[src/rtl/core/lppxy_pkg.sv]
// Types, widths and constants of the lidar point converter
package lppxy_pkg;

    localparam int ANG_W  = 16;   // angle code
    localparam int DIST_W = 18;   // distance code and range gates
    localparam int OUT_W  = 19;   // x / y result
    localparam int GAIN_W = 32;   // inverse CORDIC gain, Q32
    localparam int P_W    = DIST_W + GAIN_W;
    localparam int XW     = 53;   // CORDIC x / y datapath
    localparam int ZW     = 33;   // residual angle, 2^32 per turn
    localparam int RND_W  = XW - 32;

    localparam logic [63:0] INV_GAIN_C = 64'h0000_0000_9B74_EDA8;

    localparam logic signed [RND_W-1:0] OUT_LIMIT_POS = RND_W'(262143);
    localparam logic signed [RND_W-1:0] OUT_LIMIT_NEG = -RND_W'(262143);

    // configuration register indexes
    localparam int CFG_IDX_W = 1;
    localparam logic [CFG_IDX_W-1:0] CFG_MIN_DISTANCE = 1'd0;
    localparam logic [CFG_IDX_W-1:0] CFG_MAX_DISTANCE = 1'd1;

    localparam logic [DIST_W-1:0] MIN_DISTANCE_RST = 18'd400;
    localparam logic [DIST_W-1:0] MAX_DISTANCE_RST = 18'd24000;

    // quadrant of the start vector
    localparam logic [1:0] QUAD_POS_X = 2'd0;
    localparam logic [1:0] QUAD_POS_Y = 2'd1;
    localparam logic [1:0] QUAD_NEG_X = 2'd2;
    localparam logic [1:0] QUAD_NEG_Y = 2'd3;

    typedef struct packed {
        logic signed [XW-1:0] x;
        logic signed [XW-1:0] y;
        logic signed [ZW-1:0] z;
    } t_vec;

    // atan(2^-i) in turns, Q32
    function automatic logic [31:0] atan_turn(input int idx);
        logic [31:0] a;
        case (idx)
            0:       a = 32'h2000_0000;
            1:       a = 32'h12E4_051E;
            2:       a = 32'h09FB_385B;
            3:       a = 32'h0511_11D4;
            4:       a = 32'h028B_0D43;
            5:       a = 32'h0145_D7E1;
            6:       a = 32'h00A2_F61E;
            7:       a = 32'h0051_7C55;
            8:       a = 32'h0028_BE53;
            9:       a = 32'h0014_5F2F;
            10:      a = 32'h000A_2F98;
            11:      a = 32'h0005_17CC;
            12:      a = 32'h0002_8BE6;
            13:      a = 32'h0001_45F3;
            14:      a = 32'h0000_A2FA;
            15:      a = 32'h0000_517D;
            16:      a = 32'h0000_28BE;
            17:      a = 32'h0000_145F;
            18:      a = 32'h0000_0A30;
            19:      a = 32'h0000_0518;
            20:      a = 32'h0000_028C;
            21:      a = 32'h0000_0146;
            22:      a = 32'h0000_00A3;
            23:      a = 32'h0000_0051;
            default: a = 32'h0000_0000;
        endcase
        return a;
    endfunction

endpackage

[src/rtl/core/lppxy_cordic_stage.sv]
// One registered CORDIC rotation step
module lppxy_cordic_stage #(
    parameter int IDX = 0
) (
    input  logic            i_clk,
    input  logic            i_rst_n,
    input  logic            i_valid,
    input  lppxy_pkg::t_vec i_vec,
    output logic            o_en,
    input  logic            i_down_en,
    output logic            o_valid,
    output lppxy_pkg::t_vec o_vec
);

    localparam logic signed [lppxy_pkg::ZW-1:0] ANG =
        $signed({{(lppxy_pkg::ZW - 32){1'b0}}, lppxy_pkg::atan_turn(IDX)});

    logic                             r_valid;
    lppxy_pkg::t_vec                  r_vec;
    lppxy_pkg::t_vec                  n_vec;
    logic                             en;
    logic signed [lppxy_pkg::XW-1:0]  dx, dy;

    assign en = !r_valid || i_down_en;
    assign dx = i_vec.y >>> IDX;
    assign dy = i_vec.x >>> IDX;

    always_comb begin
        if (!i_vec.z[lppxy_pkg::ZW-1]) begin
            n_vec.x = i_vec.x - dx;
            n_vec.y = i_vec.y + dy;
            n_vec.z = i_vec.z - ANG;
        end else begin
            n_vec.x = i_vec.x + dx;
            n_vec.y = i_vec.y - dy;
            n_vec.z = i_vec.z + ANG;
        end
    end

    always_ff @(posedge i_clk) begin
        if (!i_rst_n) begin
            r_valid <= 1'b0;
        end else if (en) begin
            r_valid <= i_valid;
        end
        if (en) begin
            r_vec <= n_vec;
        end
    end

    assign o_en    = en;
    assign o_valid = r_valid;
    assign o_vec   = r_vec;

endmodule

[config.mk]
export PLATFORM = sky130hd
export DESIGN_NAME = lppxy_cordic_stage
export DESIGN_NICKNAME = d
export VERILOG_FILES = /design/src/rtl/core/lppxy_pkg.sv /design/src/rtl/core/lppxy_cordic_stage.sv
export SDC_FILE = /design/constraint.sdc
export NUM_CORES = 1
export LEC_CHECK = 0
export BUFFER_PORTS_ARGS = -buffer_cell sky130_fd_sc_hd__buf_2
export CAP_MARGIN = 10
export CORE_UTILIZATION = 40
export CTS_CLUSTER_DIAMETER = 100
export DETAILED_ROUTE_END_ITERATION = 12
export SYNTH_ARGS = -nofsm -noshare
export SYNTH_HDL_FRONTEND = slang
export SYNTH_SLANG_ARGS = --single-unit
[constraint.sdc]
create_clock -name i_clk -period 5.6 [get_ports i_clk]
set_input_delay 0.28 -clock i_clk [delete_from_list [all_inputs] [get_ports i_clk]]
set_output_delay 0.28 -clock i_clk [all_outputs]
set_load 0.03 [all_outputs]
Yosys cells after proc, flatten, opt, wreduce, memory -nomap -nowiden
Cells that the tools add are included.
{"block": "classes", "addsub": 5, "n_mux": 1, "n_reduce_logical": 2}
{"cell": "139-bit two-way mux", "count": 1}
{"cell": "53-bit subtractor", "count": 2}
{"cell": "53-bit adder", "count": 1}
{"cell": "33-bit by 31-bit adder with 33-bit output (second input constant)", "count": 1}
{"cell": "33-bit by 31-bit subtractor with 33-bit output (second input constant)", "count": 1}
{"cell": "1-bit zero test", "count": 1}
{"cell": "1-bit logical OR", "count": 1}
{"block": "totals", "reg_bits": 140, "inputBits": 143, "out_inout_bits": 141, "word_cells": 12}

Longest topological paths before layout
{"block": "logic_depth", "ltp_word": 2, "mapped_depth": 13, "ltp_nobuf": 12}

Least setup slack after synthesis
Ideal clock, no wire load.
{"block": "synth_path", "path_kind": "in2reg", "start": "input i_down_en", "end": "register r_valid (netlist: o_valid)", "setup_ns": 0.325, "t_arrival_ns": 4.212, "t_required_ns": 5.275, "path_slack_ns": 1.063, "stages": 2, "n_path_buf": 0, "cell_sequence": "nand2b_1 -> a21boi_0"}
{"block": "synth_between", "elab_chain_len": 1}
{"item": "start: declaration", "line_no": "lppxy_cordic_stage.sv:10", "source": "input logic i_down_en,"}
{"item": "1-bit logical OR", "line_no": "lppxy_cordic_stage.sv:24", "source": "assign en = !r_valid || i_down_en;"}
{"item": "end signal: assignment", "line_no": "lppxy_cordic_stage.sv:44", "source": "r_valid <= i_valid;"}
{"item": "end: declaration", "line_no": "lppxy_cordic_stage.sv:18", "source": "logic r_valid;"}
No other way between the ends.
A chain may end at the register's enable or synchronous reset.

==> flow_summary.toml <==
[run_status]
run_status = "complete, no violations"

[cells_and_area]
n_antenna_cell = 0
syn2layout_area_growth_pct = 18.2
drive_above_1_share_pct = 17.6
final_nets = 2277

[timing]
setup_ws_ns = 1.81
tightest_slew_ns = 0.902
skew_ns = 0.0103
setup_viol = 0
slew-limit-headroom_pct = 39.9
drv_slew = 0
period_needed_ns = 3.79
rsz0062_at_grt = "no"
post-route-period-util_pct = 67.6
fmax_ghz = 0.264
fin_setup_tns_ns = 0
hold_viol_final = 0

[synthesis]
synth-warning-count = 0
ys.flop_type = "edfxtp_1"
syn_area_per_cell_um2 = 8.31
syn-num-nets = 2016
synth-edff-count = 138
syn_inst = 1711
synth_top_cell_by_area = "edfxtp_1"
synth_top_area_share_pct = 29.2
ys_ff_latch = 139
synthTopCellsByArea = "edfxtp_1 29%, ha_1 14%, a21oi_1 7.4%, xnor2_1 5.2%, o21ai_0 4.9%"
syn_area_um2 = 14200
async_flop_share_pct = 0
synth_seq_area_share_pct = 29.3
ys_types = 73

[clocking]
insertion_delay_ns = 0.47
holdBufCountCts = 29
cts_inserted_buffers = 17
ctsResizeCount = 0
cts_tree = "yes"
cts_max_path_buffers = 2
clk_pin_slew_ns = 0.07
post-cts-setup-buffers = 0
htreeDepth = 4
cts.sinks = 139
root_buffer = "clkbuf_16"

[pwr]
power.leakage_nw = 7.45
p_per_area_nw_per_um2 = 274
ir_worst_vdd_uv = 249

[flow_run]
cap_viol_max_count = 0

[worst_setup_path]
arrival_ns = 3.99
crit_required_ns = 5.81
worstSetupPathType = "in -> reg"
path_max_fanout = 15
r2r-start = "o_valid$_SDFFE_PN0P_"
reg2reg_slack_ns = 3.54
cp-end-kind = "register"
setup.worst_path.start_class = "primary input"
ff2ff_path_depth = 2
reg2reg_to = "o_vec[117]$_DFFE_PP_"

[grt]
grt_usage_pct = 29.1
grt_pass1_wl_mm = 80.0
grt_overflow = 0
grt_pass1_vias = 13600
grt_start_max_net_pins = 71
antenna_found_initial = 0

[placement]
dp_slack_ns = 1.36
gp_congestion = 0.953
hpwl_mm = 42.5
numPortBuffers = 283

[worst_hold_path]
whs_endpoint = "o_valid$_SDFFE_PN0P_"
min_from = "i_valid"
holdPathStages = 3
hold_path.class = "in -> reg"

[routing]
wirelength_mm = 53.4
vias_per_cell = 5.82
drt_iter0_markers = 1399
avgRoutedWirePerCell_um = 21.9
num_vias = 14200
drc = 0
postRouteAntennaNets = 0
dr.pass1.iters = 6

[floorplanning]
dieArea_um2 = 36300
rows = 68
fp.dieW_um = 190
io_pins = 284
initial_core_util_pct = 40.9
core_um2 = 34700
die_h_um = 190
## final cells by class
type | count | area [um2]
fill | 3485 | 17900
inverter | 173 | 649
clock buffer | 17 | 425
clock inverter | 15 | 159
tap | 455 | 569
multi-input combinational | 1325 | 9100
timing repair buffer | 316 | 1740
sequential | 139 | 4160
## cells in the final DEF (no fill, tap or decap), types with 26 or more instances in the layout
master and n:
dlygate4sd3_1 29, nand4_1 29, inv_1 168, a211oi_1 32, nor3_1 42, a21oi_1 209
edfxtp_1 138, ha_1 158, a21o_1 33, nand3_1 30, nand2_1 90, o21bai_1 34
xnor2_1 84, nor2b_1 26, buf_2 282, nor2_1 124, o21ai_0 138
## worst max path at each step
stage                          from                   end  slack (ns)
after global routing      i_vec[65]  o_vec[136]$_DFFE_PP_        1.71
after floorplan           i_down_en  o_valid$_SDFFE_PN0P_        1.06
final                     i_vec[63]  o_vec[136]$_DFFE_PP_        1.81
after CTS                 i_vec[63]  o_vec[136]$_DFFE_PP_        1.85
after global placement    i_vec[63]  o_vec[136]$_DFFE_PP_        1.36
after detailed placement  i_vec[63]  o_vec[136]$_DFFE_PP_        1.36
## synthesized netlist by cell type (all sizes together) (32+ instances only)
| cell type | number |
|---|---|
| a21oi | 209 |
| clkbuf | 42 |
| buf | 32 |
| nor2 | 124 |
| a21o | 33 |
| ha | 158 |
| a211oi | 33 |
| o21bai | 34 |
| nor3 | 43 |
| edfxtp | 138 |
| inv | 169 |
| o21ai | 140 |
| xnor2 | 84 |
| nand2 | 90 |
## stage by stage
stage | instances | util, % | total power, W | instance area [um2] | hold slack [ns]
finish | 2440 | 48.4 | 0.00460 | 16800 | 0.0717
global route | 2440 | 48.4 | 0.00481 | 16800 | 0.0685
CTS | 2440 | 48.4 | 0.00461 | 16800 | 0.0579
detailed placement | 2379 | 45.9 | 0.00340 | 15900 | 0.458
global placement | 2379 | 45.9 | 0.00341 | 15900 | 0.456
floorplan | 1711 | - | 0.00279 | 14200 | 0.379
## where the power goes
group	leakage [nW]	internal [W]	switching (W)
sequential	1.44	0.00140	0.0000552
combinational	5.73	0.000602	0.00137
clock	0.287	0.000628	0.000543
total	7.45	0.00263	0.00197
## cells by family after synthesis
family / count (synthesis) / synth area share [%]
simple gates: 437 / 15.2
flops: 139 / 29.3
buf+inv: 247 / 6.73
compound gates: 601 / 26.4
xor+xnor: 103 / 6.35
mux: 22 / 1.55
fa+ha+maj: 162 / 14.5
## sequential cells by signal (all words and copies together), names as in the netlist
signal and flops:
o_valid 1, o_vec 138
## metal layers
metal	GRT usage (%)	up-vias	wire [um]
met4	9.14	0	1230
li1	-	6731	-
met2	46.7	598	24400
met1	40.2	6796	24100
met5	0	-	0
met3	3.88	66	3530
## worst max-delay path, stage by stage
cell and delay [ns]:
buf_2 0.11, inv_1 0.04, ha_1 0.67, nand4_1 0.27, or2_2 0.43, or4_4 0.52, o31ai_1 0.78, a221o_1 0.47
a211oi_1 0.13, a21oi_1 0.20, xnor2_1 0.08
Power figures use the tool's default switching activity.
