--- config.mk ---
export PLATFORM = sky130hd
export DESIGN_NAME = lppxy_round
export DESIGN_NICKNAME = d
export VERILOG_FILES = /design/src/rtl/core/lppxy_pkg.sv /design/src/rtl/core/lppxy_round.sv
export SDC_FILE = /design/constraint.sdc
export NUM_CORES = 1
export LEC_CHECK = 0
export ABC_AREA = 1
export BUFFER_PORTS_ARGS = -buffer_cell sky130_fd_sc_hd__buf_2
export CORE_ASPECT_RATIO = 1.4
export CORE_UTILIZATION = 25
export DETAILED_ROUTE_END_ITERATION = 16
export GPL_TIMING_DRIVEN = 0
export PLACE_DENSITY_LB_ADDON = 0.2
export SLEW_MARGIN = 20
export SYNTH_ARGS = -nofsm -noshare
export SYNTH_HDL_FRONTEND = slang
export SYNTH_SLANG_ARGS = --single-unit
--- constraint.sdc ---
create_clock -name i_clk -period 3.3 [get_ports i_clk]
set_input_delay 0.66 -clock i_clk [delete_from_list [all_inputs] [get_ports i_clk]]
set_output_delay 0.66 -clock i_clk [all_outputs]
set_load 0.03 [all_outputs]
--- src/rtl/core/lppxy_pkg.sv ---
// Types, widths and constants of the lidar point converter
package lppxy_pkg;

    localparam int ANG_W  = 16;   // angle code
    localparam int DIST_W = 18;   // distance code and range gates
    localparam int OUT_W  = 19;   // x / y result
    localparam int GAIN_W = 32;   // inverse CORDIC gain, Q32
    localparam int P_W    = DIST_W + GAIN_W;
    localparam int XW     = 53;   // CORDIC x / y datapath
    localparam int ZW     = 33;   // residual angle, 2^32 per turn
    localparam int RND_W  = XW - 32;

    localparam logic [63:0] INV_GAIN_C = 64'h0000_0000_9B74_EDA8;

    localparam logic signed [RND_W-1:0] OUT_LIMIT_POS = RND_W'(262143);
    localparam logic signed [RND_W-1:0] OUT_LIMIT_NEG = -RND_W'(262143);

    // configuration register indexes
    localparam int CFG_IDX_W = 1;
    localparam logic [CFG_IDX_W-1:0] CFG_MIN_DISTANCE = 1'd0;
    localparam logic [CFG_IDX_W-1:0] CFG_MAX_DISTANCE = 1'd1;

    localparam logic [DIST_W-1:0] MIN_DISTANCE_RST = 18'd400;
    localparam logic [DIST_W-1:0] MAX_DISTANCE_RST = 18'd24000;

    // quadrant of the start vector
    localparam logic [1:0] QUAD_POS_X = 2'd0;
    localparam logic [1:0] QUAD_POS_Y = 2'd1;
    localparam logic [1:0] QUAD_NEG_X = 2'd2;
    localparam logic [1:0] QUAD_NEG_Y = 2'd3;

    typedef struct packed {
        logic signed [XW-1:0] x;
        logic signed [XW-1:0] y;
        logic signed [ZW-1:0] z;
    } t_vec;

    // atan(2^-i) in turns, Q32
    function automatic logic [31:0] atan_turn(input int idx);
        logic [31:0] a;
        case (idx)
            0:       a = 32'h2000_0000;
            1:       a = 32'h12E4_051E;
            2:       a = 32'h09FB_385B;
            3:       a = 32'h0511_11D4;
            4:       a = 32'h028B_0D43;
            5:       a = 32'h0145_D7E1;
            6:       a = 32'h00A2_F61E;
            7:       a = 32'h0051_7C55;
            8:       a = 32'h0028_BE53;
            9:       a = 32'h0014_5F2F;
            10:      a = 32'h000A_2F98;
            11:      a = 32'h0005_17CC;
            12:      a = 32'h0002_8BE6;
            13:      a = 32'h0001_45F3;
            14:      a = 32'h0000_A2FA;
            15:      a = 32'h0000_517D;
            16:      a = 32'h0000_28BE;
            17:      a = 32'h0000_145F;
            18:      a = 32'h0000_0A30;
            19:      a = 32'h0000_0518;
            20:      a = 32'h0000_028C;
            21:      a = 32'h0000_0146;
            22:      a = 32'h0000_00A3;
            23:      a = 32'h0000_0051;
            default: a = 32'h0000_0000;
        endcase
        return a;
    endfunction

endpackage

--- src/rtl/core/lppxy_round.sv ---
// Q32 rounding, saturation and output register
module lppxy_round (
    input  logic                               i_clk,
    input  logic                               i_rst_n,
    input  logic                               i_valid,
    input  lppxy_pkg::t_vec                    i_vec,
    output logic                               o_en,
    input  logic                               i_ready,
    output logic                               o_valid,
    output logic signed [lppxy_pkg::OUT_W-1:0] o_x,
    output logic signed [lppxy_pkg::OUT_W-1:0] o_y
);

    logic                                r_valid;
    logic signed [lppxy_pkg::OUT_W-1:0]  r_x, r_y;
    logic signed [lppxy_pkg::OUT_W-1:0]  n_x, n_y;
    logic                                en;

    function automatic logic signed [lppxy_pkg::OUT_W-1:0] finish(
        input logic signed [lppxy_pkg::XW-1:0] v
    );
        logic signed [lppxy_pkg::XW:0]      sum;
        logic signed [lppxy_pkg::RND_W:0]   q;
        logic signed [lppxy_pkg::OUT_W-1:0] res;
        sum = {v[lppxy_pkg::XW-1], v} + ((lppxy_pkg::XW + 1)'(1) <<< 31);
        q   = sum[lppxy_pkg::XW:32];
        if (q > $signed({lppxy_pkg::OUT_LIMIT_POS[lppxy_pkg::RND_W-1],
                         lppxy_pkg::OUT_LIMIT_POS})) begin
            res = lppxy_pkg::OUT_LIMIT_POS[lppxy_pkg::OUT_W-1:0];
        end else if (q < $signed({lppxy_pkg::OUT_LIMIT_NEG[lppxy_pkg::RND_W-1],
                                  lppxy_pkg::OUT_LIMIT_NEG})) begin
            res = lppxy_pkg::OUT_LIMIT_NEG[lppxy_pkg::OUT_W-1:0];
        end else begin
            res = q[lppxy_pkg::OUT_W-1:0];
        end
        return res;
    endfunction

    assign en  = !r_valid || i_ready;
    assign n_x = finish(i_vec.x);
    assign n_y = finish(i_vec.y);

    always_ff @(posedge i_clk) begin
        if (!i_rst_n) begin
            r_valid <= 1'b0;
        end else if (en) begin
            r_valid <= i_valid;
        end
        if (en) begin
            r_x <= n_x;
            r_y <= n_y;
        end
    end

    assign o_en    = en;
    assign o_valid = r_valid;
    assign o_x     = r_x;
    assign o_y     = r_y;

endmodule

* Word level (Yosys, flattened, before mapping)
Cells that the tools add are included.
Storage, ports and cells: register bits 39, output and inout bits 40
Cells by class: add/subtract/negate cells 2, order comparisons 4, mux-type cells 2, reductions and logical operators 4
Operators with widths (count):
- $add 53x33->54 const B | 2
- $gt 22x19->1 const B | 2
- $lt 22x19->1 const B | 2
- $mux 19 | 2
- $reduce_or 2->1 | 2
- $logic_not 1->1 | 1
- $logic_or 1x1->1 | 1

* Logic depth before layout (Yosys ltp)
word-level depth 3, gate-level depth with buffers 16

* Least setup slack after synthesis
No wires, ideal clock.
kind input port to output port, start point in i_ready, end point out o_en, arrival time 1697 ps, setup slack 943 ps, stages 2, buffers on the path 0, cells stage by stage inv_1 nand2_1
On the way: word-level cells in the longest chain between the ends 1
Ends and longest elaborated chain:
- start, declared | RTL line lppxy_round.sv:8 | input logic i_ready,
- $logic_or 1x1->1 | RTL line lppxy_round.sv:39 | assign en = !r_valid || i_ready;
- end, declared | RTL line lppxy_round.sv:7 | output logic o_en,
Every way passes these cells.

* Worst setup path after layout
start point in i_vec[117] (netlist bit), end point reg r_x, in the netlist o_x[9] (data pin)
On the way: word-level cells in the longest chain between the ends 3, elaborated cells between the ends (all ways) 4, classes of those cells add/sub: 1; order compare: 2; mux: 1
Ends and longest elaborated chain:
- start, declared | RTL line lppxy_round.sv:6 | input lppxy_pkg::t_vec i_vec,
- $add 53x33->54 * | RTL line lppxy_round.sv:25 | sum = {v[lppxy_pkg::XW-1], v} + ((lppxy_pkg::XW + 1)'(1) <<< 31);
- $lt 22x19->1 | RTL line lppxy_round.sv:30 | end else if (q < $signed({lppxy_pkg::OUT_LIMIT_NEG[lppxy_pkg::RND_W-1],
- $mux 19 | RTL line lppxy_round.sv:30
- end signal, assigned | RTL line lppxy_round.sv:50 | r_x <= n_x;
- end, declared | RTL line lppxy_round.sv:15 | logic signed [lppxy_pkg::OUT_W-1:0] r_x, r_y;
Every way passes the cells marked *; elsewhere a longest branch is shown, timed or not. A chain may end at the register's enable or synchronous reset.

==> results by group <==
Placement
  – Routability cong.: 0.874
  – Dpl hpwl: 7180 um
  – Port Buffers: 87
  – Dpl cell area: 3690 um2
  – DP Worst Slack: 0.454 ns

Cells and area
  – # fillers: 1317
  – Layout cells sized above 1: 0.243
  – Final net count: 692
  – Area grow syn2layout: 26.0%
  – Ant diodes: 0
  – Finished Cell Area: 3830 um2

Worst setup path
  – Crit-path max FO: 10
  – Startpoint Class: input pin
  – Worst EP required: 3.33 ns
  – Arr. time, crit path: 2.57 ns
  – Crit. End Element: register
  – Setup Crit Path Kind: input pin to register

Die
  – IO Pins: 183
  – Chip Width: 95.1 um
  – Core Area: 11800 um2
  – # rows: 47
  – Initial Utilization: 0.257
  – Die Y: 132 um
  – DIE AREA: 12600 um2

STA
  – Final setup violation count: 0
  – Worst Clk Skew: 0.00350 ns
  – TNS Setup: 0 ns
  – Fin. Hold Viols: 0
  – Unrepaired setup endpoints after global routing: false
  – Max-slew violation count: 0
  – Period minus WS final: 2.53 ns
  – Worst-Margin Slew: 0.537 ns
  – Final period utilization: 0.768
  – PnR worst setup slack: 0.766 ns
  – Rel. slew slack: 0.638
  – Highest clock rate: 0.395 GHz

Pwr
  – Int Power: 0.000981 W
  – Switching share of total power: 0.314
  – P_sw: 0.000449 W
  – Sequential Power Share: 0.426
  – LEAKAGE: 1.91 nW
  – Peak supply drop: 0.167 mV
  – Pwr Density: 374 nW/um2
  – Clock network power share: 0.323
  – Combinational Power Share: 0.252

Synthesis
  – Synth Net Count: 597
  – Yosys reg bits: 39
  – Dominant synthesized flop cell: edfxtp_1
  – Sequential fraction of the synthesis area: 0.382
  – Ranking of synthesized cells by area: edfxtp_1, nand2_1, inv_1, nor2_1, nand3_1
  – Yosys warns: 0
  – Top-count cell post-synth: nand2_1
  – Synth top area share: 0.376
  – Post-synth top cells: nand2_1, inv_1, nor2_1, edfxtp_1, nand3_1
  – Cell Area, Synth: 3040 um2
  – Post-synth EDFFs: 38
  – Syn Area/Cell: 6.72 um2
  – Synth unique cells: 25
  – Post-synth top area cell: edfxtp_1
  – Asr flop ratio synth: 0
  – Synthesized instance count: 452

Clock tree
  – CTS hold repair buffers: 0
  – Clock latency on the worst-skew pair: 0.28 ns
  – Clock Sinks: 39
  – TritonCTS clock tree: built
  – Clk pin slew, worst setup/hold paths: 0.06 ns
  – CTS root buf: clkbuf_16
  – Clk buf depth: 2
  – Setup Fix Bufs, Post-CTS: 0
  – Post-CTS sizing: 0
  – Num CTS Buffers: 5
  – H-Tree Depth: 2

Drt
  – DR vias: 3018
  – DR pass1 iterations: 4
  – Post-route DRC: 0
  – Drt via density: 4.34
  – Final WL: 8500 um
  – Antenna viol nets, final: 0
  – DR iter-0 viols: 112
  – Wire per inst: 12.2 um

Run
  – Max-cap violation count: 0

Global route
  – Number of global-route vias before repair: 2878
  – First-pass GRT wire length: 13400 um
  – Largest net degree at the start of global routing: 24
  – GRT overflow: 0
  – Antenna violations before repair: 0
  – GRT Overall Usage: 0.138

Outcome
  – Run status: completed

Min path
  – Hold Crit Class: input pin to register
## path summary, 6_finish.rpt
check / start / to / slack, ns / cells past startpoint
max: i_vec[117] / o_x[9]$_SDFFCE_PN1P_ / 0.77 / 12
min: i_valid / o_valid$_SDFFE_PN0P_ / 0.63 / 3
max reg2reg: o_valid$_SDFFE_PN0P_ / o_y[3]$_SDFFCE_PN1P_ / 2.09 / 2
min reg2reg: o_valid$_SDFFE_PN0P_ / o_valid$_SDFFE_PN0P_ / 0.88 / 2
## cell families after synthesis
| logic type | count (synthesis) | share of synthesized area |
|---|---|---|
| adders and majority gates | 2 | 0.00824 |
| buffers and inverters | 67 | 0.0902 |
| AOI/OAI and AO/OA | 8 | 0.0210 |
| xor gates and xnor gates | 7 | 0.0202 |
| DFF | 39 | 0.382 |
| and+or+nand+nor | 329 | 0.478 |
## flip-flops by register name, summed over array words and instances, names as in the netlist
| signal | flops |
|---|---|
| o_valid | 1 |
| o_x | 19 |
| o_y | 19 |
## worst max-delay path, stage by stage
cell	delay, ns
buf_2	0.13
ha_1	0.20
nand3_1	0.15
nor2_2	0.22
nand3_1	0.15
nor2_2	0.16
nand4_1	0.12
nand2_1	0.13
nand3_2	0.09
o21ai_4	0.25
buf_4	0.22
nand2_1	0.07
## cell usage in the layout (no fill, tap or decap), drive strengths merged, types with 2 or more instances in the layout
cell    count
nor3        2
o21ai       2
nand3b      8
nand4      14
clkinv      2
edfxtp     38
o21bai      4
xor2        7
clkbuf      6
nor2       66
nand3      31
buf        92
ha          2
nand2     207
inv        62
## through the flow
stage          total power [W]  hold WS [ns]  utilization  instances
2_1_floorplan         0.000847         0.801            -        452
3_3_place_gp          0.000977         0.909        0.309        686
3_5_place_dp          0.000982         0.909        0.312        687
4_1_cts                0.00145         0.621        0.324        695
5_1_grt                0.00150         0.629        0.324        695
6_report               0.00143         0.628        0.324        695
## final cells by class
class                      count  area (um2)  area share
buffer                         4        37.5     0.00981
clock buffer                   6         129      0.0337
clock inverter                 2        12.5     0.00327
inverter                      63         236      0.0618
multi-input combinational    346        1600       0.419
sequential                    39        1160       0.303
tap                          147         184      0.0481
timing repair buffer          88         463       0.121
## routing by layer
layer	track usage	share of wire	vias up
li1	-	-	1604
met1	0.154	0.41	1310
met2	0.248	0.50	91
met3	0.0294	0.063	13
met4	0.0547	0.026	0
met5	0	0	-
## power groups by stage
stage                     combinational [W]  sequential [W]  clock, W
after floorplan                    0.000139        0.000708         0
after global placement             0.000357        0.000620         0
after detailed placement           0.000362        0.000620         0
after CTS                          0.000363        0.000610  0.000481
after global routing               0.000398        0.000613  0.000493
final                              0.000360        0.000609  0.000462
Power figures use the tool's default switching activity.
