===== src/rtl/core/lppxy_pkg.sv =====
// Types, widths and constants of the lidar point converter
package lppxy_pkg;

    localparam int ANG_W  = 16;   // angle code
    localparam int DIST_W = 18;   // distance code and range gates
    localparam int OUT_W  = 19;   // x / y result
    localparam int GAIN_W = 32;   // inverse CORDIC gain, Q32
    localparam int P_W    = DIST_W + GAIN_W;
    localparam int XW     = 53;   // CORDIC x / y datapath
    localparam int ZW     = 33;   // residual angle, 2^32 per turn
    localparam int RND_W  = XW - 32;

    localparam logic [63:0] INV_GAIN_C = 64'h0000_0000_9B74_EDA8;

    localparam logic signed [RND_W-1:0] OUT_LIMIT_POS = RND_W'(262143);
    localparam logic signed [RND_W-1:0] OUT_LIMIT_NEG = -RND_W'(262143);

    // configuration register indexes
    localparam int CFG_IDX_W = 1;
    localparam logic [CFG_IDX_W-1:0] CFG_MIN_DISTANCE = 1'd0;
    localparam logic [CFG_IDX_W-1:0] CFG_MAX_DISTANCE = 1'd1;

    localparam logic [DIST_W-1:0] MIN_DISTANCE_RST = 18'd400;
    localparam logic [DIST_W-1:0] MAX_DISTANCE_RST = 18'd24000;

    // quadrant of the start vector
    localparam logic [1:0] QUAD_POS_X = 2'd0;
    localparam logic [1:0] QUAD_POS_Y = 2'd1;
    localparam logic [1:0] QUAD_NEG_X = 2'd2;
    localparam logic [1:0] QUAD_NEG_Y = 2'd3;

    typedef struct packed {
        logic signed [XW-1:0] x;
        logic signed [XW-1:0] y;
        logic signed [ZW-1:0] z;
    } t_vec;

    // atan(2^-i) in turns, Q32
    function automatic logic [31:0] atan_turn(input int idx);
        logic [31:0] a;
        case (idx)
            0:       a = 32'h2000_0000;
            1:       a = 32'h12E4_051E;
            2:       a = 32'h09FB_385B;
            3:       a = 32'h0511_11D4;
            4:       a = 32'h028B_0D43;
            5:       a = 32'h0145_D7E1;
            6:       a = 32'h00A2_F61E;
            7:       a = 32'h0051_7C55;
            8:       a = 32'h0028_BE53;
            9:       a = 32'h0014_5F2F;
            10:      a = 32'h000A_2F98;
            11:      a = 32'h0005_17CC;
            12:      a = 32'h0002_8BE6;
            13:      a = 32'h0001_45F3;
            14:      a = 32'h0000_A2FA;
            15:      a = 32'h0000_517D;
            16:      a = 32'h0000_28BE;
            17:      a = 32'h0000_145F;
            18:      a = 32'h0000_0A30;
            19:      a = 32'h0000_0518;
            20:      a = 32'h0000_028C;
            21:      a = 32'h0000_0146;
            22:      a = 32'h0000_00A3;
            23:      a = 32'h0000_0051;
            default: a = 32'h0000_0000;
        endcase
        return a;
    endfunction

endpackage


===== src/rtl/core/lppxy_front.sv =====
// Range gate, gain multiply and quadrant start vector (three stages)
module lppxy_front #(
    parameter logic [lppxy_pkg::GAIN_W-1:0] GAIN = 32'h9B74_EDA8
) (
    input  logic                         i_clk,
    input  logic                         i_rst_n,
    input  logic                         i_valid,
    input  logic [lppxy_pkg::ANG_W-1:0]  i_angle,
    input  logic [lppxy_pkg::DIST_W-1:0] i_dist,
    input  logic [lppxy_pkg::DIST_W-1:0] i_min_dist,
    input  logic [lppxy_pkg::DIST_W-1:0] i_max_dist,
    output logic                         o_en,
    input  logic                         i_down_en,
    output logic                         o_valid,
    output lppxy_pkg::t_vec              o_vec
);

    // stage A: gate and angle split
    logic                           r_a_valid;
    logic [lppxy_pkg::DIST_W-1:0]   r_a_d;
    logic [1:0]                     r_a_q;
    logic signed [lppxy_pkg::ZW-1:0] r_a_z;
    // stage B: distance times inverse gain
    logic                           r_b_valid;
    logic [lppxy_pkg::P_W-1:0]      r_b_p;
    logic [1:0]                     r_b_q;
    logic signed [lppxy_pkg::ZW-1:0] r_b_z;
    // stage C: start vector
    logic                           r_c_valid;
    lppxy_pkg::t_vec                r_c_vec;
    lppxy_pkg::t_vec                n_c_vec;

    logic                           en_a, en_b, en_c;
    logic                           pass;
    logic [lppxy_pkg::ANG_W-1:0]    shifted;
    logic signed [lppxy_pkg::ZW-1:0] z_start;
    logic signed [lppxy_pkg::XW-1:0] p_ext;

    assign en_c = !r_c_valid || i_down_en;
    assign en_b = !r_b_valid || en_c;
    assign en_a = !r_a_valid || en_b;
    assign o_en = en_a;

    assign pass    = (i_dist > i_min_dist) && (i_dist < i_max_dist);
    // center each quadrant on its axis; residual lies in [-8192, 8191]
    assign shifted = i_angle + 16'd8192;
    assign z_start = {{(lppxy_pkg::ZW - 30){~shifted[13]}}, ~shifted[13], shifted[12:0], 16'b0};

    always_ff @(posedge i_clk) begin
        if (!i_rst_n) begin
            r_a_valid <= 1'b0;
        end else if (en_a) begin
            r_a_valid <= i_valid && pass;
        end
        if (en_a) begin
            r_a_d <= i_dist;
            r_a_q <= shifted[15:14];
            r_a_z <= z_start;
        end
    end

    always_ff @(posedge i_clk) begin
        if (!i_rst_n) begin
            r_b_valid <= 1'b0;
        end else if (en_b) begin
            r_b_valid <= r_a_valid;
        end
        if (en_b) begin
            r_b_p <= r_a_d * GAIN;
            r_b_q <= r_a_q;
            r_b_z <= r_a_z;
        end
    end

    assign p_ext = $signed({{(lppxy_pkg::XW - lppxy_pkg::P_W){1'b0}}, r_b_p});

    always_comb begin
        n_c_vec.z = r_b_z;
        case (r_b_q)
            lppxy_pkg::QUAD_POS_X: begin
                n_c_vec.x = p_ext;
                n_c_vec.y = '0;
            end
            lppxy_pkg::QUAD_POS_Y: begin
                n_c_vec.x = '0;
                n_c_vec.y = p_ext;
            end
            lppxy_pkg::QUAD_NEG_X: begin
                n_c_vec.x = -p_ext;
                n_c_vec.y = '0;
            end
            default: begin
                n_c_vec.x = '0;
                n_c_vec.y = -p_ext;
            end
        endcase
    end

    always_ff @(posedge i_clk) begin
        if (!i_rst_n) begin
            r_c_valid <= 1'b0;
        end else if (en_c) begin
            r_c_valid <= r_b_valid;
        end
        if (en_c) begin
            r_c_vec <= n_c_vec;
        end
    end

    assign o_valid = r_c_valid;
    assign o_vec   = r_c_vec;

endmodule


===== config.mk =====
export PLATFORM = sky130hd
export DESIGN_NAME = lppxy_front
export DESIGN_NICKNAME = d
export VERILOG_FILES = /design/src/rtl/core/lppxy_pkg.sv /design/src/rtl/core/lppxy_front.sv
export SDC_FILE = /design/constraint.sdc
export NUM_CORES = 1
export LEC_CHECK = 0
export BUFFER_PORTS_ARGS = -buffer_cell sky130_fd_sc_hd__buf_4
export CAP_MARGIN = 20
export CORE_MARGIN = 5
export CORE_UTILIZATION = 40
export CTS_BUF_LIST = sky130_fd_sc_hd__clkbuf_8
export DETAILED_ROUTE_END_ITERATION = 16
export GPL_TIMING_DRIVEN = 0
export PLACE_DENSITY = 0.59
export SETUP_SLACK_MARGIN = 0.4
export SLEW_MARGIN = 15
export SYNTH_ARGS = -nofsm -noshare
export SYNTH_HDL_FRONTEND = slang
export SYNTH_SLANG_ARGS = --single-unit

===== constraint.sdc =====
create_clock -name i_clk -period 8.65 [get_ports i_clk]
set_clock_uncertainty 0.1 [all_clocks]
set_input_delay 0 -clock i_clk [delete_from_list [all_inputs] [get_ports i_clk]]
set_output_delay 0 -clock i_clk [all_outputs]
set_load 0.02 [all_outputs]

# Word level (Yosys, flattened, before mapping)
# Cells that the tools add are included.
dict set report totals {
  regBits 220
  output_inout_bits 141
  word_cells 30
}
dict set report op_classes {
  n_lt_le_gt_ge 2
  reduce_logical 9
  addsub 2
  bitwise_logic 1
  mux 1
  n_eq_ne 2
  multipliers 1
}
# operator count
set ops {}
lappend ops {{one-hot mux 106 bit (3 select lines)} 1}
lappend ops {{negator 50 -> 53 bit} 1}
lappend ops {{multiplier 18 x 29 -> 47 bit (second input constant)} 1}
lappend ops {{greater-than comparator 18 bit} 1}
lappend ops {{< comparator 18 bit} 1}
lappend ops {{adder 16 x 14 -> 16 bit (second input constant)} 1}
lappend ops {{zero test 1 bit} 3}
lappend ops {{logical OR 1 bit} 3}
lappend ops {{equality test 2 x 1 -> 1 bit (second input constant)} 1}
lappend ops {{equality test 2 bit (second input constant)} 1}
lappend ops {{logical AND 1 bit} 2}
lappend ops {{zero test 2 bit} 1}
lappend ops {{NOT 1 bit} 1}

# Logic depth before layout (Yosys ltp)
dict set report depth {
  word_depth 4
  ltp_mapped 23
  depth_no_buf 22
}

# Worst setup path before layout
# Ideal clock, no wire load.
dict set report synth_path {
  path_type {register -> register}
  from {register r_a_d[9] (netlist bit)}
  to {register r_b_p[49] (netlist bit), data pin}
  arrival_ps 5629
  required_time_ps 8285
  stages_incl_launch_ff 20
  slack_ps 2656
  setup_time_ps 265
  period_less_slack_ps 5994
  path_cell_list {edfxtp_1 ha_1 inv_1 fa_1 fa_1 inv_1 fa_1 fa_1 inv_1 fa_1 inv_1 ha_1 clkbuf_1 a21oi_1 o21ai_0 o31ai_1 a21oi_1 a211oi_1 o21ai_0 xor2_1}
}
dict set report synth_between {
  elab_chain_cells 1
}
# item line_no
set synth_rtl {}
lappend synth_rtl {{start: declaration} lppxy_front.sv:20} ;# logic [lppxy_pkg::DIST_W-1:0] r_a_d;
lappend synth_rtl {{start signal: assignment} lppxy_front.sv:56} ;# r_a_d <= i_dist;
lappend synth_rtl {{multiplier 18 x 29 -> 47 bit} lppxy_front.sv:69} ;# r_b_p <= r_a_d * GAIN;
lappend synth_rtl {{end signal: assignment} lppxy_front.sv:69}
lappend synth_rtl {{end: declaration} lppxy_front.sv:25} ;# logic [lppxy_pkg::P_W-1:0] r_b_p;
# Every way passes these cells.
# A chain may end at the register's enable or synchronous reset.

# Worst setup path after layout
dict set report layout_path {
  from {register r_a_d[12] (netlist bit)}
  to {register r_b_p[49] (netlist bit), data pin}
}
# The elaborated chain is that of the path after synthesis.

==> impl_summary.md <==
Run status
The run finished with clean final reports.

Clocking
The clock passes through at most 3 buffers. The cell sitting at the root of the clock tree is a sky130_fd_sc_hd__clkbuf_8. The number of clock buffers added by TritonCTS is 39. The CTS sink count is 214. The H-tree was split into 2 levels.

The TritonCTS clock tree is built. Once the clock tree was built, the setup fixing pass inserted 0 buffers. After clock tree synthesis, the clock-pin slew on the worst setup and hold paths is 60 ps. The clock reaches the later pin of the worst-skew pair after 570 ps.

Placement
The HPWL after detailed placement is 38.10 mm. The number of I/O port buffers is 192. At the end of routability-driven placement, the weighted congestion stood at 0.9061.

Logic synthesis
The largest total area in the synthesized netlist belongs to sky130_fd_sc_hd__edfxtp_1. The commonest cells after synthesis are 397 x sky130_fd_sc_hd__inv_1, 211 x sky130_fd_sc_hd__edfxtp_1, 210 x sky130_fd_sc_hd__fa_1. The synthesized instance count is 1646.

The cell with the most instances after synthesis is sky130_fd_sc_hd__inv_1. In the post-synthesis netlist, the biggest area contributors are sky130_fd_sc_hd__edfxtp_1 34%, sky130_fd_sc_hd__fa_1 23%, sky130_fd_sc_hd__ha_1 14%. The share of synthesized area in the top cell type comes to 0.3425. The share of the Yosys chip area taken by registers is 0.3458. The count of unique library cells instantiated by Yosys is 59.

In this run, synthesis inferred 211 flip-flops with an integrated enable. The synthesized netlist occupies a cell area of 18500 µm². The count of synthesis-stage warnings from yosys is 0. The most used flip-flop cell after synthesis is sky130_fd_sc_hd__edfxtp_1. After synthesis the netlist holds a flip-flop and latch count of 214. The fraction of synthesis flops using an asynchronous set or reset pin is 0. In this run the mean area of a mapped cell was 11.24 µm².

Timing
The number of pins with negative max-slew slack in the final report is 0. The number of endpoints with negative hold slack in the final report is 0. The worst pin sits at a relative slew slack of 0.3856. The slew at the pin with the worst max-slew slack is 913.9 ps. The total negative setup slack is 0 ps. The setup violation total in the final timing report is 0.

The final worst-path cycle share is 0.8682. The shortest clock period the worst path allows after layout is 7510 ps. Setup repair after global routing left no endpoint under its margin. The highest attainable clock frequency is 133.2 MHz.

Floorplan
The number of core rows is 78. The area of the die is 50650 µm². The top-level I/O count is 215. The initial utilization of the core area, before any placement, comes to 0.4059. The die span in x is 225.1 µm. The die is 225.1 µm tall. The core box area is 45580 µm².

Route
In the final routed layout, each cell accounts on average for 17.66 µm. The number of remaining DRC errors is 0. The number of DRC markers in iteration 0 is 599. The number of vias per cell is 4.685. After detailed routing, the total wire length is 45.42 mm.

The detailed-route via count is 12050. The number of search-and-repair iterations in the first detailed-routing pass is 5. The count of nets left with antenna violations once routing finished came out at 0.

Cells and area
Of the cells placed in the final design, the portion with a size suffix greater than 1 is 0.1542. The filler cell count in the final layout is 4192. In the final layout, the multi-input gates occupy 10380 µm². The number of nets in the final layout is 2430.

In the final layout, flip-flops and latches occupy 6396 µm². The area overhead of the layout relative to synthesis is 18.68%.

Critical path
Data on the critical path arrives at its endpoint at 7720 ps. The worst setup path is launched from a flip-flop. STA classifies the critical path endpoint as a flip-flop.

The peak fanout along the critical path is 8. The setup path with the least slack is of type flip-flop to flip-flop. Data on the critical path is required at its endpoint by 8860 ps.

GRT
The total global-route track usage is 0.1815. The first global-routing pass estimated 71.78 mm of wire. The number of global-route vias before repair is 13050. The global route total overflow is 0. The number of antenna violations at the first check in global routing was 1. Entering global routing, the biggest net connects 96 pins.

Flow run
The tool flagged a number of max-cap violations equal to 0.

Min path
The worst hold path belongs to the class input port to flip-flop.
==> cell type report <==
cell class | instances | area share
multi-input cells | 1000 | 0.4728
inverters | 397 | 0.06822
well taps | 600 | 0.03419
diodes | 1 | 0.0001140
repair buffers | 237 | 0.08822
plain buffers | 56 | 0.01425
clock buffers | 40 | 0.02508
clock inverters | 27 | 0.005756
flip-flops and latches | 214 | 0.2913
==> cells in the final DEF (no fill, tap or decap), types with 6 or more instances in the layout <==
| master | n |
|---|---|
| sky130_fd_sc_hd__xor2_1 | 58 |
| sky130_fd_sc_hd__nand2b_1 | 12 |
| sky130_fd_sc_hd__conb_1 | 22 |
| sky130_fd_sc_hd__clkinv_1 | 12 |
| sky130_fd_sc_hd__a21oi_1 | 50 |
| sky130_fd_sc_hd__fa_1 | 210 |
| sky130_fd_sc_hd__nor3_1 | 7 |
| sky130_fd_sc_hd__or4_1 | 6 |
| sky130_fd_sc_hd__o21a_1 | 7 |
| sky130_fd_sc_hd__clkbuf_8 | 40 |
| sky130_fd_sc_hd__nor2b_1 | 52 |
| sky130_fd_sc_hd__clkinv_2 | 6 |
| sky130_fd_sc_hd__a211oi_1 | 7 |
| sky130_fd_sc_hd__inv_1 | 400 |
| sky130_fd_sc_hd__dlygate4sd3_1 | 42 |
| sky130_fd_sc_hd__o21ai_0 | 42 |
| sky130_fd_sc_hd__o41ai_1 | 8 |
| sky130_fd_sc_hd__edfxtp_1 | 211 |
| sky130_fd_sc_hd__o211ai_1 | 6 |
| sky130_fd_sc_hd__o31ai_1 | 10 |
| sky130_fd_sc_hd__nand2_1 | 50 |
| sky130_fd_sc_hd__buf_4 | 217 |
| sky130_fd_sc_hd__nor2_1 | 87 |
| sky130_fd_sc_hd__clkbuf_1 | 29 |
| sky130_fd_sc_hd__ha_1 | 201 |
| sky130_fd_sc_hd__or2_2 | 12 |
| sky130_fd_sc_hd__a21o_1 | 31 |
| sky130_fd_sc_hd__nand3_1 | 9 |
| sky130_fd_sc_hd__nand4_1 | 15 |
| sky130_fd_sc_hd__xnor2_1 | 28 |
==> layer usage <==
layer | vias to the layer above | global-route usage | part of all wire
li1 | 5916 | - | -
met2 | 299 | 0.3107 | 0.49
met1 | 5770 | 0.2407 | 0.44
met3 | 65 | 0.02996 | 0.046
met4 | 0 | 0.04852 | 0.022
met5 | - | 0 | 0
==> path summary, 6_finish.rpt <==
check                                    startpoint             endpoint  slack [ps]  cells past startpoint
worst max-delay path            r_a_d[12]$_DFFE_PP_  r_b_p[49]$_DFFE_PP_        1140                     19
worst min-delay path                     i_angle[1]  r_a_z[17]$_DFFE_PP_          70                      2
worst max register to register  r_a_d[12]$_DFFE_PP_  r_b_p[49]$_DFFE_PP_        1140                     19
worst min register to register  r_b_z[18]$_DFFE_PP_  o_vec[18]$_DFFE_PP_         320                      0
==> stage by stage <==
stage | area [µm²] | hold slack (ps) | setup WS (ps) | utilization | instances
6_report | 21950 | 67.04 | 1140 | 0.4817 | 2572
5_1_grt | 21950 | 35.84 | 906.8 | 0.4817 | 2572
3_5_place_dp | 20860 | 79.44 | 1236 | 0.4576 | 2462
3_3_place_gp | 20770 | 79.08 | 1251 | 0.4557 | 2459
4_1_cts | 21950 | 5.976 | 1199 | 0.4817 | 2571
2_1_floorplan | 18580 | -1.131 | 2656 | - | 1667
==> flip-flops by register name, indices dropped and copies added (netlist names), 2 cells and up <==
name / cells
r_a_z: 14
r_a_q: 2
r_b_p: 47
o_vec: 114
r_b_q: 2
r_a_d: 18
r_b_z: 14
==> cell families after synthesis <==
logic type / Yosys count / share of synthesized area
AO/OA/AOI/OAI: 199 / 0.07325
XOR/XNOR: 86 / 0.04072
adder cells (fa/ha/maj): 411 / 0.3632
buffers and inverters: 453 / 0.09746
flip-flops: 214 / 0.3458
multiplexers: 1 / 0.0005411
other: 1 / 0.0002027
AND/OR/NAND/NOR: 281 / 0.07886
==> worst max-delay path, cell delays in order, from the launching register on <==
cell and delay, ps:
sky130_fd_sc_hd__edfxtp_1 670, sky130_fd_sc_hd__ha_1 360, sky130_fd_sc_hd__inv_1 160, sky130_fd_sc_hd__fa_1 660
sky130_fd_sc_hd__fa_1 580, sky130_fd_sc_hd__inv_1 50, sky130_fd_sc_hd__fa_1 510, sky130_fd_sc_hd__fa_1 550
sky130_fd_sc_hd__inv_1 60, sky130_fd_sc_hd__fa_1 600, sky130_fd_sc_hd__inv_1 70, sky130_fd_sc_hd__ha_1 290
sky130_fd_sc_hd__clkbuf_1 190, sky130_fd_sc_hd__a21oi_1 240, sky130_fd_sc_hd__o21ai_0 140, sky130_fd_sc_hd__o31ai_1 800
sky130_fd_sc_hd__a21oi_1 350, sky130_fd_sc_hd__a211oi_1 520, sky130_fd_sc_hd__o21ai_0 170, sky130_fd_sc_hd__xor2_1 160
==> timing repair <==
action / CTS / global route
hold endpoints to repair: 59 / 0
hold buffers: 42 / 0
resized for setup: 0 / 0
Power is not shown: default switching activity piles up to over one toggle a cycle in this logic, so the estimate is an artifact.
